===== src/rtl/core/tccur_pkg.sv =====
`default_nettype none

package tccur_pkg;

  // Field widths of the ports.
  localparam int CHAR_W   = 8;
  localparam int POS_W    = 12;
  localparam int SCREEN_W = 13;
  localparam int CELL_W   = 6;
  localparam int COLOR_W  = 32;
  localparam int CFG_IDX_W = 3;
  localparam int CFG_DATA_W = 32;

  // Tab stops fall on multiples of TAB_STOP columns (a power of two here).
  localparam int TAB_STOP = 8;
  localparam int TAB_BITS = $clog2(TAB_STOP);
  // At most this many placements come from one request.
  localparam int MAX_RUN  = 8;
  localparam int RUN_W    = $clog2(MAX_RUN + 1);
  localparam int TABCNT_W = $clog2(TAB_STOP + 1) + 1;

  // Command queue between the front and the back.
  localparam int QDEPTH = 2;
  localparam int QPTR_W = $clog2(QDEPTH);
  localparam int QCNT_W = $clog2(QDEPTH + 1);

  // Character codes with a meaning of their own.
  localparam logic [CHAR_W-1:0] CODE_NEWLINE = 8'd10;
  localparam logic [CHAR_W-1:0] CODE_TAB     = 8'd9;
  localparam logic [CHAR_W-1:0] CODE_SPACE   = 8'd32;

  // Command kinds.
  localparam logic [1:0] KIND_GLYPH   = 2'd0;
  localparam logic [1:0] KIND_TAB     = 2'd1;
  localparam logic [1:0] KIND_NEWLINE = 2'd2;

  // Register indexes.
  localparam logic [CFG_IDX_W-1:0] REG_SCREEN_WIDTH  = 3'd0;
  localparam logic [CFG_IDX_W-1:0] REG_SCREEN_HEIGHT = 3'd1;
  localparam logic [CFG_IDX_W-1:0] REG_CELL_WIDTH    = 3'd2;
  localparam logic [CFG_IDX_W-1:0] REG_CELL_HEIGHT   = 3'd3;
  localparam logic [CFG_IDX_W-1:0] REG_FORE_COLOR    = 3'd4;
  localparam logic [CFG_IDX_W-1:0] REG_BACK_COLOR    = 3'd5;

  // Register reset values.
  localparam logic [SCREEN_W-1:0] RST_SCREEN_WIDTH  = 13'd640;
  localparam logic [SCREEN_W-1:0] RST_SCREEN_HEIGHT = 13'd480;
  localparam logic [CELL_W-1:0]   RST_CELL_WIDTH    = 6'd8;
  localparam logic [CELL_W-1:0]   RST_CELL_HEIGHT   = 6'd16;
  localparam logic [COLOR_W-1:0]  RST_FORE_COLOR    = 32'h00ff_ffff;
  localparam logic [COLOR_W-1:0]  RST_BACK_COLOR    = 32'h0000_0000;

  typedef struct packed {
    logic [1:0]        kind;
    logic [CHAR_W-1:0] code;
  } cmd_t;

  typedef struct packed {
    logic              full;
    logic              empty;
    logic [QCNT_W-1:0] count;
  } fifo_stat_t;

  typedef struct packed {
    logic run_busy;
    logic place;
  } back_stat_t;

endpackage

`default_nettype wire


===== src/rtl/core/tccur_front.sv =====
`default_nettype none

module tccur_front (
  input  wire logic                      in_valid,
  output logic                           in_ready,
  input  wire logic [tccur_pkg::CHAR_W-1:0] char_code,
  input  wire tccur_pkg::fifo_stat_t     fifo_stat,
  output logic                           push,
  output tccur_pkg::cmd_t                push_cmd
);
  import tccur_pkg::*;

  // A request is taken whenever the queue has room.
  assign in_ready = !fifo_stat.full;
  assign push     = in_valid && !fifo_stat.full;

  always_comb begin
    push_cmd.code = char_code;
    if (char_code == CODE_NEWLINE) begin
      push_cmd.kind = KIND_NEWLINE;
    end else if (char_code == CODE_TAB) begin
      push_cmd.kind = KIND_TAB;
    end else begin
      push_cmd.kind = KIND_GLYPH;
    end
  end

endmodule

`default_nettype wire


===== src/rtl/core/tccur_fifo.sv =====
`default_nettype none

module tccur_fifo (
  input  wire logic                  clk,
  input  wire logic                  rst,
  input  wire logic                  push,
  input  wire tccur_pkg::cmd_t       push_cmd,
  input  wire logic                  pop,
  output tccur_pkg::cmd_t            head,
  output tccur_pkg::fifo_stat_t      stat
);
  import tccur_pkg::*;

  cmd_t              entries [QDEPTH];
  logic [QPTR_W-1:0] wr_ptr;
  logic [QPTR_W-1:0] rd_ptr;
  logic [QCNT_W-1:0] count;
  logic              do_push;
  logic              do_pop;

  assign stat.full  = (count == QCNT_W'(QDEPTH));
  assign stat.empty = (count == '0);
  assign stat.count = count;
  assign head       = entries[rd_ptr];

  assign do_push = push && !stat.full;
  assign do_pop  = pop && !stat.empty;

  always_ff @(posedge clk) begin
    if (do_push) begin
      entries[wr_ptr] <= push_cmd;
    end
  end

  always_ff @(posedge clk) begin
    if (rst) begin
      wr_ptr <= '0;
      rd_ptr <= '0;
      count  <= '0;
    end else begin
      if (do_push) begin
        wr_ptr <= (wr_ptr == QPTR_W'(QDEPTH - 1)) ? '0 : wr_ptr + 1'b1;
      end
      if (do_pop) begin
        rd_ptr <= (rd_ptr == QPTR_W'(QDEPTH - 1)) ? '0 : rd_ptr + 1'b1;
      end
      if (do_push && !do_pop) begin
        count <= count + 1'b1;
      end else if (do_pop && !do_push) begin
        count <= count - 1'b1;
      end
    end
  end

endmodule

`default_nettype wire


===== src/rtl/core/tccur_back.sv =====
`default_nettype none

module tccur_back (
  input  wire logic                             clk,
  input  wire logic                             rst,
  input  wire tccur_pkg::cmd_t                  head,
  input  wire tccur_pkg::fifo_stat_t            fifo_stat,
  output logic                                  pop,
  input  wire logic [tccur_pkg::SCREEN_W-1:0]   screen_width,
  input  wire logic [tccur_pkg::SCREEN_W-1:0]   screen_height,
  input  wire logic [tccur_pkg::CELL_W-1:0]     cell_width,
  input  wire logic [tccur_pkg::CELL_W-1:0]     cell_height,
  input  wire logic [tccur_pkg::COLOR_W-1:0]    fore_color,
  input  wire logic [tccur_pkg::COLOR_W-1:0]    back_color,
  output logic                                  out_valid,
  input  wire logic                             out_ready,
  output logic [tccur_pkg::POS_W-1:0]           origin_x,
  output logic [tccur_pkg::POS_W-1:0]           origin_y,
  output logic [tccur_pkg::CHAR_W-1:0]          glyph_code,
  output logic [tccur_pkg::COLOR_W-1:0]         draw_fore,
  output logic [tccur_pkg::COLOR_W-1:0]         draw_back,
  output logic                                  last_of_run,
  output tccur_pkg::back_stat_t                 stat
);
  import tccur_pkg::*;

  localparam int PROD_W = SCREEN_W + CELL_W;

  logic [POS_W-1:0]    cursor_col;
  logic [POS_W-1:0]    cursor_row;
  logic [POS_W-1:0]    cursor_col_next;
  logic [POS_W-1:0]    cursor_row_next;
  logic [RUN_W-1:0]    run;
  logic [RUN_W-1:0]    run_next;

  logic                run_active;
  logic                head_places;
  logic                can_place;
  logic                place;
  logic [CHAR_W-1:0]   place_code;
  logic                place_last;
  logic [TABCNT_W-1:0] tab_raw;
  logic [RUN_W-1:0]    tab_count;
  logic [POS_W-1:0]    col_adv;
  logic [POS_W-1:0]    row_adv;
  logic [PROD_W-1:0]   col_reach;
  logic [PROD_W-1:0]   row_reach;
  logic                col_over;
  logic                row_over;
  logic [POS_W-1:0]    row_after_nl;
  logic [POS_W+CELL_W-1:0] pix_x;
  logic [POS_W+CELL_W-1:0] pix_y;

  always_comb begin
    run_active  = (run != '0);
    head_places = !fifo_stat.empty && (head.kind != KIND_NEWLINE);
    can_place   = !out_valid || out_ready;
    place       = can_place && (run_active || head_places);
    pop         = !run_active && !fifo_stat.empty &&
                  ((head.kind == KIND_NEWLINE) || can_place);

    // Spaces to the next tab stop, capped at the longest run.
    tab_raw = TABCNT_W'(TAB_STOP) - TABCNT_W'(cursor_col[TAB_BITS-1:0]);
    if (tab_raw > TABCNT_W'(MAX_RUN)) begin
      tab_count = RUN_W'(MAX_RUN);
    end else begin
      tab_count = RUN_W'(tab_raw);
    end

    if (run_active) begin
      place_code = CODE_SPACE;
      place_last = (run == RUN_W'(1));
    end else if (head.kind == KIND_TAB) begin
      place_code = CODE_SPACE;
      place_last = (tab_count == RUN_W'(1));
    end else begin
      place_code = head.code;
      place_last = 1'b1;
    end

    // Fit tests: the next cell must end inside the screen.
    col_adv   = cursor_col + 1'b1;
    row_adv   = cursor_row + 1'b1;
    col_reach = (PROD_W'(col_adv) + 1'b1) * PROD_W'(cell_width);
    row_reach = (PROD_W'(row_adv) + 1'b1) * PROD_W'(cell_height);
    col_over  = col_reach > PROD_W'(screen_width);
    row_over  = row_reach > PROD_W'(screen_height);
    row_after_nl = row_over ? '0 : row_adv;

    pix_x = cursor_col * cell_width;
    pix_y = cursor_row * cell_height;

    cursor_col_next = cursor_col;
    cursor_row_next = cursor_row;
    if (place) begin
      if (col_over) begin
        cursor_col_next = '0;
        cursor_row_next = row_after_nl;
      end else begin
        cursor_col_next = col_adv;
      end
    end else if (pop && head.kind == KIND_NEWLINE) begin
      cursor_col_next = '0;
      cursor_row_next = row_after_nl;
    end

    run_next = run;
    if (run_active && place) begin
      run_next = run - 1'b1;
    end else if (pop && head.kind == KIND_TAB) begin
      run_next = tab_count - 1'b1;
    end
  end

  assign stat.run_busy = run_active;
  assign stat.place    = place;

  always_ff @(posedge clk) begin
    if (rst) begin
      cursor_col <= '0;
      cursor_row <= '0;
      run        <= '0;
      out_valid  <= 1'b0;
    end else begin
      cursor_col <= cursor_col_next;
      cursor_row <= cursor_row_next;
      run        <= run_next;
      if (place) begin
        out_valid <= 1'b1;
      end else if (out_ready) begin
        out_valid <= 1'b0;
      end
    end
  end

  always_ff @(posedge clk) begin
    if (place) begin
      origin_x    <= pix_x[POS_W-1:0];
      origin_y    <= pix_y[POS_W-1:0];
      glyph_code  <= place_code;
      draw_fore   <= fore_color;
      draw_back   <= back_color;
      last_of_run <= place_last;
    end
  end

endmodule

`default_nettype wire


===== src/rtl/core/text_console_cursor.sv =====
`default_nettype none

// Cursor keeper of a framebuffer text console.
// Character bytes arrive on the input channel (in_valid, in_ready,
// char_code), one request per byte. Each glyph placement leaves on the
// output channel (out_valid, out_ready and the placement fields). A newline
// moves the cursor and places nothing. A tab places one to eight spaces,
// and the last placement of every request has last_of_run set.
// The configuration channel (cfg_valid, cfg_ready, cfg_index, cfg_data)
// writes the screen size, the cell size and the two colors. It is always
// ready, and it should only be used while the block is idle.
// An accepted byte is written into the command queue, and its first
// placement is registered in the output register when the back takes it.
// Ordinary characters sustain one placement per cycle while the receiver
// is ready; a tab holds the back end while it places its spaces, which sets
// the rate for tab-heavy text, and the two-entry command queue lets the
// input keep taking bytes meanwhile until the queue fills.
// When the receiver stalls, the output register holds its placement and
// the queue fills; then in_ready falls until the stall clears.
// Reset clears the cursor to column 0, row 0, empties the queue and the
// output, and restores the registers to their default values.
module text_console_cursor (
  input  wire logic                               clk,
  input  wire logic                               rst,
  input  wire logic                               in_valid,
  output logic                                    in_ready,
  input  wire logic [tccur_pkg::CHAR_W-1:0]       char_code,
  output logic                                    out_valid,
  input  wire logic                               out_ready,
  output logic [tccur_pkg::POS_W-1:0]             origin_x,
  output logic [tccur_pkg::POS_W-1:0]             origin_y,
  output logic [tccur_pkg::CHAR_W-1:0]            glyph_code,
  output logic [tccur_pkg::COLOR_W-1:0]           draw_fore,
  output logic [tccur_pkg::COLOR_W-1:0]           draw_back,
  output logic                                    last_of_run,
  input  wire logic                               cfg_valid,
  output logic                                    cfg_ready,
  input  wire logic [tccur_pkg::CFG_IDX_W-1:0]    cfg_index,
  input  wire logic [tccur_pkg::CFG_DATA_W-1:0]   cfg_data
);
  import tccur_pkg::*;

  logic [SCREEN_W-1:0] screen_width;
  logic [SCREEN_W-1:0] screen_height;
  logic [CELL_W-1:0]   cell_width;
  logic [CELL_W-1:0]   cell_height;
  logic [COLOR_W-1:0]  fore_color;
  logic [COLOR_W-1:0]  back_color;

  logic       push;
  cmd_t       push_cmd;
  logic       pop;
  cmd_t       head;
  fifo_stat_t fifo_stat;
  back_stat_t back_stat;

  // The register file takes a write in every cycle; indexes past the
  // list are ignored.
  assign cfg_ready = 1'b1;

  always_ff @(posedge clk) begin
    if (rst) begin
      screen_width  <= RST_SCREEN_WIDTH;
      screen_height <= RST_SCREEN_HEIGHT;
      cell_width    <= RST_CELL_WIDTH;
      cell_height   <= RST_CELL_HEIGHT;
      fore_color    <= RST_FORE_COLOR;
      back_color    <= RST_BACK_COLOR;
    end else if (cfg_valid) begin
      case (cfg_index)
        REG_SCREEN_WIDTH:  screen_width  <= cfg_data[SCREEN_W-1:0];
        REG_SCREEN_HEIGHT: screen_height <= cfg_data[SCREEN_W-1:0];
        REG_CELL_WIDTH:    cell_width    <= cfg_data[CELL_W-1:0];
        REG_CELL_HEIGHT:   cell_height   <= cfg_data[CELL_W-1:0];
        REG_FORE_COLOR:    fore_color    <= cfg_data[COLOR_W-1:0];
        REG_BACK_COLOR:    back_color    <= cfg_data[COLOR_W-1:0];
        default: begin
        end
      endcase
    end
  end

  // The front classifies each byte into a command for the queue.
  tccur_front u_front (
    .in_valid  (in_valid),
    .in_ready  (in_ready),
    .char_code (char_code),
    .fifo_stat (fifo_stat),
    .push      (push),
    .push_cmd  (push_cmd)
  );

  tccur_fifo u_fifo (
    .clk      (clk),
    .rst      (rst),
    .push     (push),
    .push_cmd (push_cmd),
    .pop      (pop),
    .head     (head),
    .stat     (fifo_stat)
  );

  // The back owns the cursor, expands tabs and drives the output register.
  tccur_back u_back (
    .clk           (clk),
    .rst           (rst),
    .head          (head),
    .fifo_stat     (fifo_stat),
    .pop           (pop),
    .screen_width  (screen_width),
    .screen_height (screen_height),
    .cell_width    (cell_width),
    .cell_height   (cell_height),
    .fore_color    (fore_color),
    .back_color    (back_color),
    .out_valid     (out_valid),
    .out_ready     (out_ready),
    .origin_x      (origin_x),
    .origin_y      (origin_y),
    .glyph_code    (glyph_code),
    .draw_fore     (draw_fore),
    .draw_back     (draw_back),
    .last_of_run   (last_of_run),
    .stat          (back_stat)
  );

  // The queue never holds more commands than it has entries.
  a_queue_bound: assert property (@(posedge clk) disable iff (rst)
    fifo_stat.count <= QCNT_W'(QDEPTH))
    else $error("command queue count exceeds its depth");

  // While a tab run is in progress no further command leaves the queue.
  a_run_holds_queue: assert property (@(posedge clk) disable iff (rst)
    back_stat.run_busy |-> !pop)
    else $error("command popped during a tab run");

  // A new placement appears only after the back made one.
  a_out_from_place: assert property (@(posedge clk) disable iff (rst)
    $rose(out_valid) |-> $past(back_stat.place))
    else $error("output became valid without a placement");

endmodule

`default_nettype wire


===== config.mk =====
export PLATFORM = sky130hd
export DESIGN_NAME = text_console_cursor
export DESIGN_NICKNAME = d
export VERILOG_FILES = /design/src/rtl/core/tccur_pkg.sv /design/src/rtl/core/tccur_front.sv /design/src/rtl/core/tccur_fifo.sv /design/src/rtl/core/tccur_back.sv /design/src/rtl/core/text_console_cursor.sv
export SDC_FILE = /design/constraint.sdc
export NUM_CORES = 1
export LEC_CHECK = 0
export ABC_CLOCK_PERIOD_IN_PS = 10300
export BUFFER_PORTS_ARGS = -buffer_cell sky130_fd_sc_hd__buf_4
export CAP_MARGIN = 20
export CORE_MARGIN = 3
export CORE_UTILIZATION = 55
export DETAILED_ROUTE_END_ITERATION = 10
export PLACE_DENSITY_LB_ADDON = 0.2
export SYNTH_ARGS = -nofsm -noshare
export SYNTH_HDL_FRONTEND = slang
export SYNTH_SLANG_ARGS = --single-unit

===== constraint.sdc =====
create_clock -name clk -period 10.3 [get_ports clk]
set_input_delay 1.545 -clock clk [delete_from_list [all_inputs] [get_ports clk]]
set_output_delay 1.545 -clock clk [all_outputs]
set_load 0.05 [all_outputs]

# Word level (Yosys, flattened, before mapping)
# Memories as Yosys holds them, arrays and structs flattened. A register that Yosys moved wholly into a read port is not among the register bits.
# Index checks and enable logic that the tools add are counted.
totals:
  reg_bits: 232
  latch_bits: 0
  ramBits: 20
  mem_bits_ro: 0
  in_bits: 48
  output_inout_bits: 100
  word_cells: 112
  mem_count: 1
memory_table:
  columns: ["name", "depth", "word_bits", "rd", "rd_clocked_by_memory_dff", "wr", "line_no", "source"]
  rows:
  - ["u_fifo.entries", 2, 10, 1, 1, 1, "tccur_fifo.sv:14", "cmd_t entries [QDEPTH];"]
op_classes:
  n_addsub: 11
  multipliers: 4
  div_mod_pow: 0
  order_cmp: 3
  n_eq_ne: 14
  shift: 0
  mux: 24
  bitwise_logic: 0
  reduce_logical: 36
ops:
  columns: ["cell", "n"]
  rows:
  - ["$mux 12", 7]
  - ["$gt 19x13->1", 2]
  - ["$mul 19x6->19", 2]
  - ["$add 12x1->13 const B", 2]
  - ["$add 12x1->12 const B", 2]
  - ["$mul 12x6->12", 2]
  - ["$eq 8x4->1 const B", 2]
  - ["$reduce_and 2->1", 7]
  - ["$logic_and 1x1->1", 12]
  - ["$mux 4", 3]
  - ["$mux 1", 11]
  - ["$eq 4x1->1 const B", 2]
  - ["$reduce_bool 2->1", 4]
  - ["$sub 4x1->4 const B", 2]
  - ["$eq 3x2->1 const B", 2]
  - ["$eq 3x3->1 const B", 2]
  - ["$logic_not 1->1", 6]
  - ["$mux 2", 3]
  - ["$gt 5x4->1 const B", 1]
  - ["$sub 4x3->5 const A", 1]
  - ["$eq 2x2->1 const B", 2]
  - ["$ne 2x2->1 const B", 2]
  - ["$reduce_bool 4->1", 1]
  - ["$eq 3x1->1 const B", 1]
  - ["other kinds (8)", 11]

# Longest topological paths before layout
# Gate-level depths: netlist of run 1.
depth:
  depth_word: 8
  mapped_depth: 32
  depth_no_buf: 29

# Hierarchy
# A second synthesis of run 1 with hierarchy kept.
unflattened:
  hier_cells: 1938
  area_unflattened_um2: 18835.6
modules_own_cells:
  columns: ["mod", "instances", "cells_per_inst", "area_per_inst_um2", "seq_area_each_um2"]
  rows:
  - ["tccur_back", 1, 1467, 13660.6, 3493.4]
  - ["text_console_cursor", 1, 401, 4130.2, 2042.0]
  - ["tccur_fifo", 1, 56, 935.9, 700.7]
  - ["tccur_front", 1, 14, 108.9, 0.0]

# Worst setup path before layout of run 1
# Ideal clock, no wire load.
synth_path:
  path_type: "reg-to-reg"
  from: "register u_back.cursor_col[0]"
  to: "register u_back.cursor_col[8]"
  arrival_time_ps: 7198
  path_slack_ps: 3044
  path_stages_with_launch: 32
  path_buffers: 3
  cell_sequence: "dfxtp_1 > clkbuf_1 > inv_1 > ha_1 > inv_1 > nor3_1 > nand4bb_1 > or3_1 > o31ai_1 > xor2_1 > and2_1 > fa_1 > fa_1 > inv_1 > fa_1 > inv_1 > ha_1 > o2111a_2 > nor2_1 > xnor2_1 > ha_1 > a21oi_1 > o211ai_1 > a211oi_1 > a211o_1 > nand3_1 > a211o_1 > or4b_4 > buf_6 > buf_6 > o211ai_1 > o211a_1"
synth_via:
  elab_chain_cells: 6
synth_lines:
  columns: ["element", "line_no", "source"]
  rows:
  - ["from (decl)", "tccur_back.sv:29", "logic [POS_W-1:0] cursor_col;"]
  - ["from (signal assigned)", "tccur_back.sv:125", "cursor_col <= cursor_col_next;"]
  - ["$add 12x1->12 (*)", "tccur_back.sv:82", "col_adv = cursor_col + 1'b1;"]
  - ["$add 12x1->13", "tccur_back.sv:84", "col_reach = (PROD_W'(col_adv) + 1'b1) * PROD_W'(cell_width);"]
  - ["$mul 19x6->19", "tccur_back.sv:84", null]
  - ["$gt 19x13->1", "tccur_back.sv:86", "col_over = col_reach > PROD_W'(screen_width);"]
  - ["$mux 12 (*)", "tccur_back.sv:96", "if (col_over) begin"]
  - ["$mux 12 (*)", "tccur_back.sv:95", "if (place) begin"]
# Every way passes the cells marked *; elsewhere a longest branch is shown, timed or not.
# A chain may end at the register's enable or synchronous reset.

# Worst setup path after layout of run 1
layout_path:
  from: "register u_back.cursor_col[0]"
  to: "register u_back.cursor_row[5]"
layout_via:
  elab_chain_cells: 6
layout_lines:
  columns: ["element", "line_no", "source"]
  rows:
  - ["$add 12x1->12", "tccur_back.sv:82", null]
  - ["$add 12x1->13", "tccur_back.sv:84", null]
  - ["$mul 19x6->19", "tccur_back.sv:84", null]
  - ["$gt 19x13->1", "tccur_back.sv:86", null]
  - ["$ne 2x2->1 (no source line)", null, null]
  - ["$reduce_and 2->1 (no source line)", null, null]
  - ["to (signal assigned)", "tccur_back.sv:126", "cursor_row <= cursor_row_next;"]
  - ["to (decl)", "tccur_back.sv:30", "logic [POS_W-1:0] cursor_row;"]
# Every way passes these cells.

==> results of run 1 <==
==> final timing paths <==
| kind | startpoint | to | slack (ns) | depth (start not counted) |
|---|---|---|---|---|
| setup reg to reg | u_back.cursor_col[0] | u_back.cursor_row[5] | 1.64 | 28 |
| hold / removal | back_color[5] | u_back.draw_back[5] | 0.43 | 0 |
| hold reg to reg | back_color[5] | u_back.draw_back[5] | 0.43 | 0 |
| setup / recovery | u_back.cursor_col[0] | u_back.cursor_row[5] | 1.64 | 28 |
==> sequential cells by signal, summed over array words and instances (netlist names), named ones only <==
name / flops
fore_color: 32
screen_height: 13
u_fifo.rd_ptr: 1
cell_width: 6
screen_width: 13
u_back.origin_y: 12
u_fifo.entries: 20
u_back.origin_x: 12
u_back.draw_back: 32
u_back.cursor_row: 12
u_back.last_of_run: 1
u_back.draw_fore: 32
u_back.cursor_col: 12
cell_height: 6
back_color: 32
u_fifo.count: 2
u_fifo.wr_ptr: 1
u_back.glyph_code: 8
u_back.run: 4
u_back.out_valid: 1
==> per-layer routing <==
layer  track usage (%)  routed length [microns]
met1              31.4                    18000
met2              38.1                    18500
met3              3.14                     2350
met4              5.05                      875
met5                 0                        0
==> logic make-up after synthesis <==
kind of cell	Yosys count	synth area share [%]
multiplexers	22	1.22
flip-flops	253	34.3
adder cells (fa/ha/maj)	269	24.6
AO/OA/AOI/OAI	266	9.75
buffers and inverters	326	6.87
AND/OR/NAND/NOR	714	18.7
XOR/XNOR	92	4.44
other	1	0.0206
==> Yosys cell counts (11+ instances only) <==
cell / number / area, sq um
xor2_1: 31 / 272
clkbuf_1: 74 / 278
or3_1: 13 / 81.3
ha_1: 121 / 1510
dfxtp_1: 136 / 2720
and2_1: 146 / 913
a21o_1: 18 / 135
a21oi_1: 111 / 556
fa_1: 148 / 2960
nand2b_1: 11 / 68.8
edfxtp_1: 117 / 3510
o211ai_1: 23 / 173
nor2b_1: 25 / 156
nor2_1: 85 / 319
o21ai_0: 20 / 100
nand2_1: 325 / 1220
nand3_1: 54 / 270
xnor2_1: 61 / 534
inv_1: 242 / 908
mux2i_1: 21 / 210
nor3_1: 16 / 80.1
==> per-stage QoR <==
stage | setup WS (ns) | power [mW] | instances | instance area (sq um) | util, %
floorplan | 3.04 | 2.36 | 1943 | 18200 | -
global placement | 2.14 | 2.71 | 2448 | 19500 | 61.0
detailed placement | 1.73 | 2.73 | 2448 | 19500 | 61.0
CTS | 1.69 | 3.73 | 2500 | 20500 | 63.9
global route | 0.999 | 3.86 | 2501 | 20500 | 63.9
finish | 1.64 | 3.70 | 2501 | 20500 | 63.9
==> power by group through the flow <==
stage	logic, mW	registers [mW]	clock network [mW]
CTS	1.31	1.40	1.02
floorplan	0.424	1.94	0
global placement	1.29	1.42	0
global route	1.38	1.42	1.06
finish	1.30	1.40	1.00
detailed placement	1.30	1.42	0
==> layout make-up <==
type | instances | area [sq um]
Sequential cell | 253 | 6240
Clock inverter | 16 | 185
Timing Repair Buffer | 155 | 1160
Clock buffer | 36 | 741
Multi-Input combinational cell | 1364 | 10700
Fill cell | 2700 | 11600
Tap cell | 435 | 544
Inverter | 242 | 908
==> impl_metrics.env, run 1 <==
export IMPL_clk_pin_slew_ns=0.06
export IMPL_cts_max_level=1
export IMPL_syn_avg_cell_area_sq_um=9.35
export IMPL_vias=13600
export IMPL_async_flop_share_pct=0
export IMPL_hold_buffers=0
export IMPL_drc_errors=0
export IMPL_vias_per_cell=5.42
export IMPL_numCtsBuffers=28
export IMPL_fin_skew_ns=0.0267
export IMPL_gp_congestion=0.904
export IMPL_end_kind="register"
export IMPL_detail_route_wl_per_cell_microns=15.9
export IMPL_slowest_stage="o21ai_1"
export IMPL_fin_crit_sh_pct=84.1
export IMPL_power_internal_mw=2.23
export IMPL_drv_slew=0
export IMPL_switching_share_pct=39.7
export IMPL_clock_sinks=253
export IMPL_worst_ep_required_time_ns=10.72
export IMPL_syn_nets=2260
export IMPL_synth_warnings=0
export IMPL_tightest_slew_ns=1.14
export IMPL_cts_root_buf="clkbuf_16"
export IMPL_diodes=0
export IMPL_grt_max_degree=78
export IMPL_placementRows=65
export IMPL_antenna_found_initial=0
export IMPL_grt_pass1_wl_mm=67.1
export IMPL_path_class="reg2reg"
export IMPL_synth_seq_cells=253
export IMPL_cp_max_fo=17
export IMPL_cts_setup_buffers=0
export IMPL_grt_ovfl_total=0
export IMPL_clk_latency_ns=0.57
export IMPL_ir_drop_v=0.000161
export IMPL_rsz0062_at_grt="no"
export IMPL_ioPinCount=148
export IMPL_initial_core_util_pct=56.7
export IMPL_chipWidth_microns=188
export IMPL_comb_power_share_pct=35.1
export IMPL_drive_gt1_share_pct=10.6
export IMPL_critPathMaxStageDelay_ns=0.80
export IMPL_core_sq_mm=0.0320
export IMPL_p_switching_mw=1.47
export IMPL_drv_cap=0
export IMPL_die_area_sq_mm=0.0352
export IMPL_die_h_microns=188
export IMPL_grt_pass1_vias=13700
export IMPL_hold_path_class="reg2reg"
export IMPL_seq_power_share_pct=37.9
export IMPL_routed_wl_mm=39.8
export IMPL_clkPwrFrac_pct=27.1
export IMPL_power_density_mw_per_mm2=181
export IMPL_crit_family="compound AO/OA/AOI/OAI gates"
export IMPL_slew_headroom_pct=24.1
export IMPL_layout_commonest_cell="nand2_1"
export IMPL_crit_buf_inv=2
export IMPL_cts_max_path_buffers=3
export IMPL_netlist_area_sq_mm=0.0182
export IMPL_syn_inst=1943
export IMPL_yosysSeqAreaShare_pct=34.3
export IMPL_cp_start_kind="register"
export IMPL_timing_final_hold_violations=0
export IMPL_final_min_clock_period_ns=8.66
export IMPL_cts_resized_gates=0
export IMPL_firstDrtPassIters=5
export IMPL_dp_hpwl_mm=29.6
export IMPL_syn_to_final_growth_pct=12.7
export IMPL_finalSetupTns_ns=0
export IMPL_fmax_ghz=0.115
export IMPL_port_buffers=146
export IMPL_synth_edf_count=117
export IMPL_ys_flop_type="dfxtp_1"
export IMPL_holdWs_ns=0.427
export IMPL_drtAntennaViolNets=0
export IMPL_leakage_nw=9.20
export IMPL_status="finished clean"
export IMPL_mostFrequentLayoutCells="325 x nand2_1, 242 x inv_1, 155 x buf_4"
export IMPL_track_usage_pct=22.6
export IMPL_setup_viol=0
export IMPL_cts_tree="done"
export IMPL_cp_arrival_ns=9.08
export IMPL_nets=2361
export IMPL_ys_types=74
export IMPL_drt_iter0_drc=771
Note: power is estimated with default switching activity, not from simulation.
==> inputs of run 2 (changes only) <==
ABC_AREA = 1   (was not set)
ABC_CLOCK_PERIOD_IN_PS = 8600   (was 10300)
clock period = 8.6 ns   (was 10.3 ns; I/O delays follow)
==> impl_metrics.env, run 2 <==
export IMPL_track_usage_pct=23.6
export IMPL_cts_tree="done"
export IMPL_routed_wl_mm=41.9
export IMPL_syn_to_final_growth_pct=13.0
export IMPL_critPathLaunch="u_back.cursor_row[0]"
export IMPL_drt_iter0_drc=972
export IMPL_clk_pin_slew_ns=0.06
export IMPL_synth_warnings=0
export IMPL_syn_nets=2550
export IMPL_ir_drop_v=0.000239
export IMPL_end_kind="register"
export IMPL_slew_headroom_pct=31.9
export IMPL_rsz0062_at_grt="no"
export IMPL_synth_seq_cells=253
export IMPL_yosysTopAreaCell="edfxtp_1"
export IMPL_port_buffers=146
export IMPL_synthTopCellsByCount="465 x nand2_1, 408 x inv_1, 312 x nor2_1"
export IMPL_status="finished clean"
export IMPL_cp_arrival_ns=7.55
export IMPL_drv_cap=0
export IMPL_power_internal_mw=2.84
export IMPL_chipWidth_microns=188
export IMPL_ys_types=52
export IMPL_power_density_mw_per_mm2=239
export IMPL_nets=2658
export IMPL_netlist_area_sq_mm=0.0183
export IMPL_gp_congestion=0.966
export IMPL_critPathMaxStageDelay_ns=0.64
export IMPL_cts_resized_gates=0
export IMPL_setup_viol=0
export IMPL_final_area_sq_mm=0.0207
export IMPL_dp_hpwl_mm=31.7
export IMPL_cp_max_fo=12
export IMPL_endpoint="u_back.cursor_row[8]"
export IMPL_path_class="reg2reg"
export IMPL_drtAntennaViolNets=0
export IMPL_layout_commonest_cell="nand2_1"
export IMPL_grt_pass1_vias=14200
export IMPL_leakage_nw=10.4
export IMPL_numCtsBuffers=28
export IMPL_async_flop_share_pct=0
export IMPL_mostFrequentLayoutCells="465 x nand2_1, 407 x inv_1, 310 x nor2_1"
export IMPL_crit_family="adder cells"
export IMPL_grt_max_degree=120
export IMPL_vias_per_cell=5.15
export IMPL_crit_buf_inv=5
export IMPL_synth_simple_gate_area_share_pct=20.7
export IMPL_syn_inst=2233
export IMPL_cp_depth=32
export IMPL_drive_gt1_share_pct=10.4
export IMPL_hold_path_class="reg2reg"
export IMPL_cts_root_buf="clkbuf_16"
export IMPL_antenna_found_initial=1
export IMPL_cts_setup_buffers=0
export IMPL_die_h_microns=188
export IMPL_cts_max_level=1
export IMPL_fin_skew_ns=0.0218
export IMPL_vias=14400
export IMPL_placementRows=66
export IMPL_drc_errors=0
export IMPL_drv_slew=0
export IMPL_synth_xor_area_share_pct=4.15
export IMPL_firstDrtPassIters=5
export IMPL_r2r_start="u_back.cursor_row[0]"
export IMPL_initial_core_util_pct=56.1
export IMPL_finalSetupTns_ns=0
export IMPL_synth_compound_area_share_pct=6.12
export IMPL_ys_flop_type="dfxtp_1"
export IMPL_clkPwrFrac_pct=24.3
export IMPL_grt_pass1_wl_mm=69.4
export IMPL_synth_top_family_by_area="adder cells"
export IMPL_die_area_sq_mm=0.0355
export IMPL_synth_area_top_cells="edfxtp_1 19%, fa_1 16%, dfxtp_1 15%, nand2_1 9.5%, inv_1 8.4%"
export IMPL_timing_final_hold_violations=0
export IMPL_switching_share_pct=42.5
export IMPL_syn_avg_cell_area_sq_um=8.19
export IMPL_hold_buffers=0
export IMPL_r2r_end="u_back.cursor_row[8]"
export IMPL_clock_sinks=253
export IMPL_comb_power_share_pct=40.7
export IMPL_synth_adder_area_share_pct=24.5
export IMPL_core_sq_mm=0.0326
export IMPL_tightest_slew_ns=1.02
export IMPL_yosysSeqAreaShare_pct=34.1
export IMPL_cts_max_path_buffers=3
export IMPL_cp_start_kind="register"
export IMPL_holdWs_ns=0.426
export IMPL_synth_edf_count=117
export IMPL_yosys_area_top_type_share_pct=19.2
export IMPL_ioPinCount=148
export IMPL_worst_ep_required_time_ns=9.09
export IMPL_grt_ovfl_total=0
export IMPL_synth_most_common_cell="nand2_1"
export IMPL_fin_crit_sh_pct=82.1
export IMPL_fmax_ghz=0.142
export IMPL_p_switching_mw=2.10
export IMPL_reg2reg_depth=32
export IMPL_final_min_clock_period_ns=7.06
export IMPL_postPlaceCellArea_sq_mm=0.0197
export IMPL_detail_route_wl_per_cell_microns=14.9
export IMPL_slowest_stage="xnor2_1"
export IMPL_clk_latency_ns=0.57
export IMPL_synth_area_mux_share_pct=0.0547
export IMPL_seq_power_share_pct=35.0
export IMPL_regToRegSetupSlack_ns=1.54
run 2: kinds of logic after synthesis:
group / after synthesis
AND/OR/NAND/NOR: 921
XOR/XNOR: 78
multiplexers: 1
adder cells (fa/ha/maj): 269
AO/OA/AOI/OAI: 214
other: 1
flip-flops: 253
buffers and inverters: 496
run 2: through the flow:
| stage | total power [mW] | setup WS [ns] | cells | utilization (%) |
|---|---|---|---|---|
| global route | 5.22 | 0.805 | 2806 | 63.3 |
| CTS | 4.97 | 1.56 | 2802 | 63.1 |
| finish | 4.94 | 1.54 | 2806 | 63.3 |
| global placement | 3.71 | 1.79 | 2750 | 60.2 |
| detailed placement | 3.76 | 1.60 | 2750 | 60.2 |
| floorplan | 3.18 | 2.61 | 2233 | - |
run 2: area by class of cell:
type                            instances  area (sq um)
Tap cell                              442           553
Multi-Input combinational cell       1484         10200
Fill cell                            2786         12000
Inverter                              421          1580
Clock buffer                           34           764
Sequential cell                       253          6240
Antenna cell                            1          2.50
Timing Repair Buffer                  153          1200
Clock inverter                         18           171
run 2: routing by layer:
metal | track usage (%) | part of all wire (%) | wire length, microns | vias to the layer above
met2 | 41.3 | 49 | 20600 | 373
met4 | 6.67 | 2.6 | 1110 | 0
li1 | - | - | - | 7078
met3 | 3.98 | 5.9 | 2470 | 72
met5 | 0 | 0 | 0 | -
met1 | 30.4 | 42 | 17700 | 6919
run 2: how the worst min path moves through the flow:
stage / from / end / slack (ns) / cells after the start
floorplan: back_color[0] / u_back.draw_back[0] / 0.40 / 0
global placement: back_color[31] / u_back.draw_back[31] / 0.41 / 0
detailed placement: back_color[8] / u_back.draw_back[8] / 0.41 / 0
CTS: back_color[3] / u_back.draw_back[3] / 0.43 / 0
global route: back_color[9] / u_back.draw_back[9] / 0.43 / 0
finish: back_color[3] / u_back.draw_back[3] / 0.43 / 0
run 2: power by group through the flow:
stage                     Clock (mW)  Sequential, mW  Combinational (mW)
after CTS                       1.23            1.73                2.02
after global placement             0            1.75                1.97
final                           1.20            1.73                2.01
after global routing            1.28            1.75                2.18
after detailed placement           0            1.75                2.01
after floorplan                    0            2.31               0.871
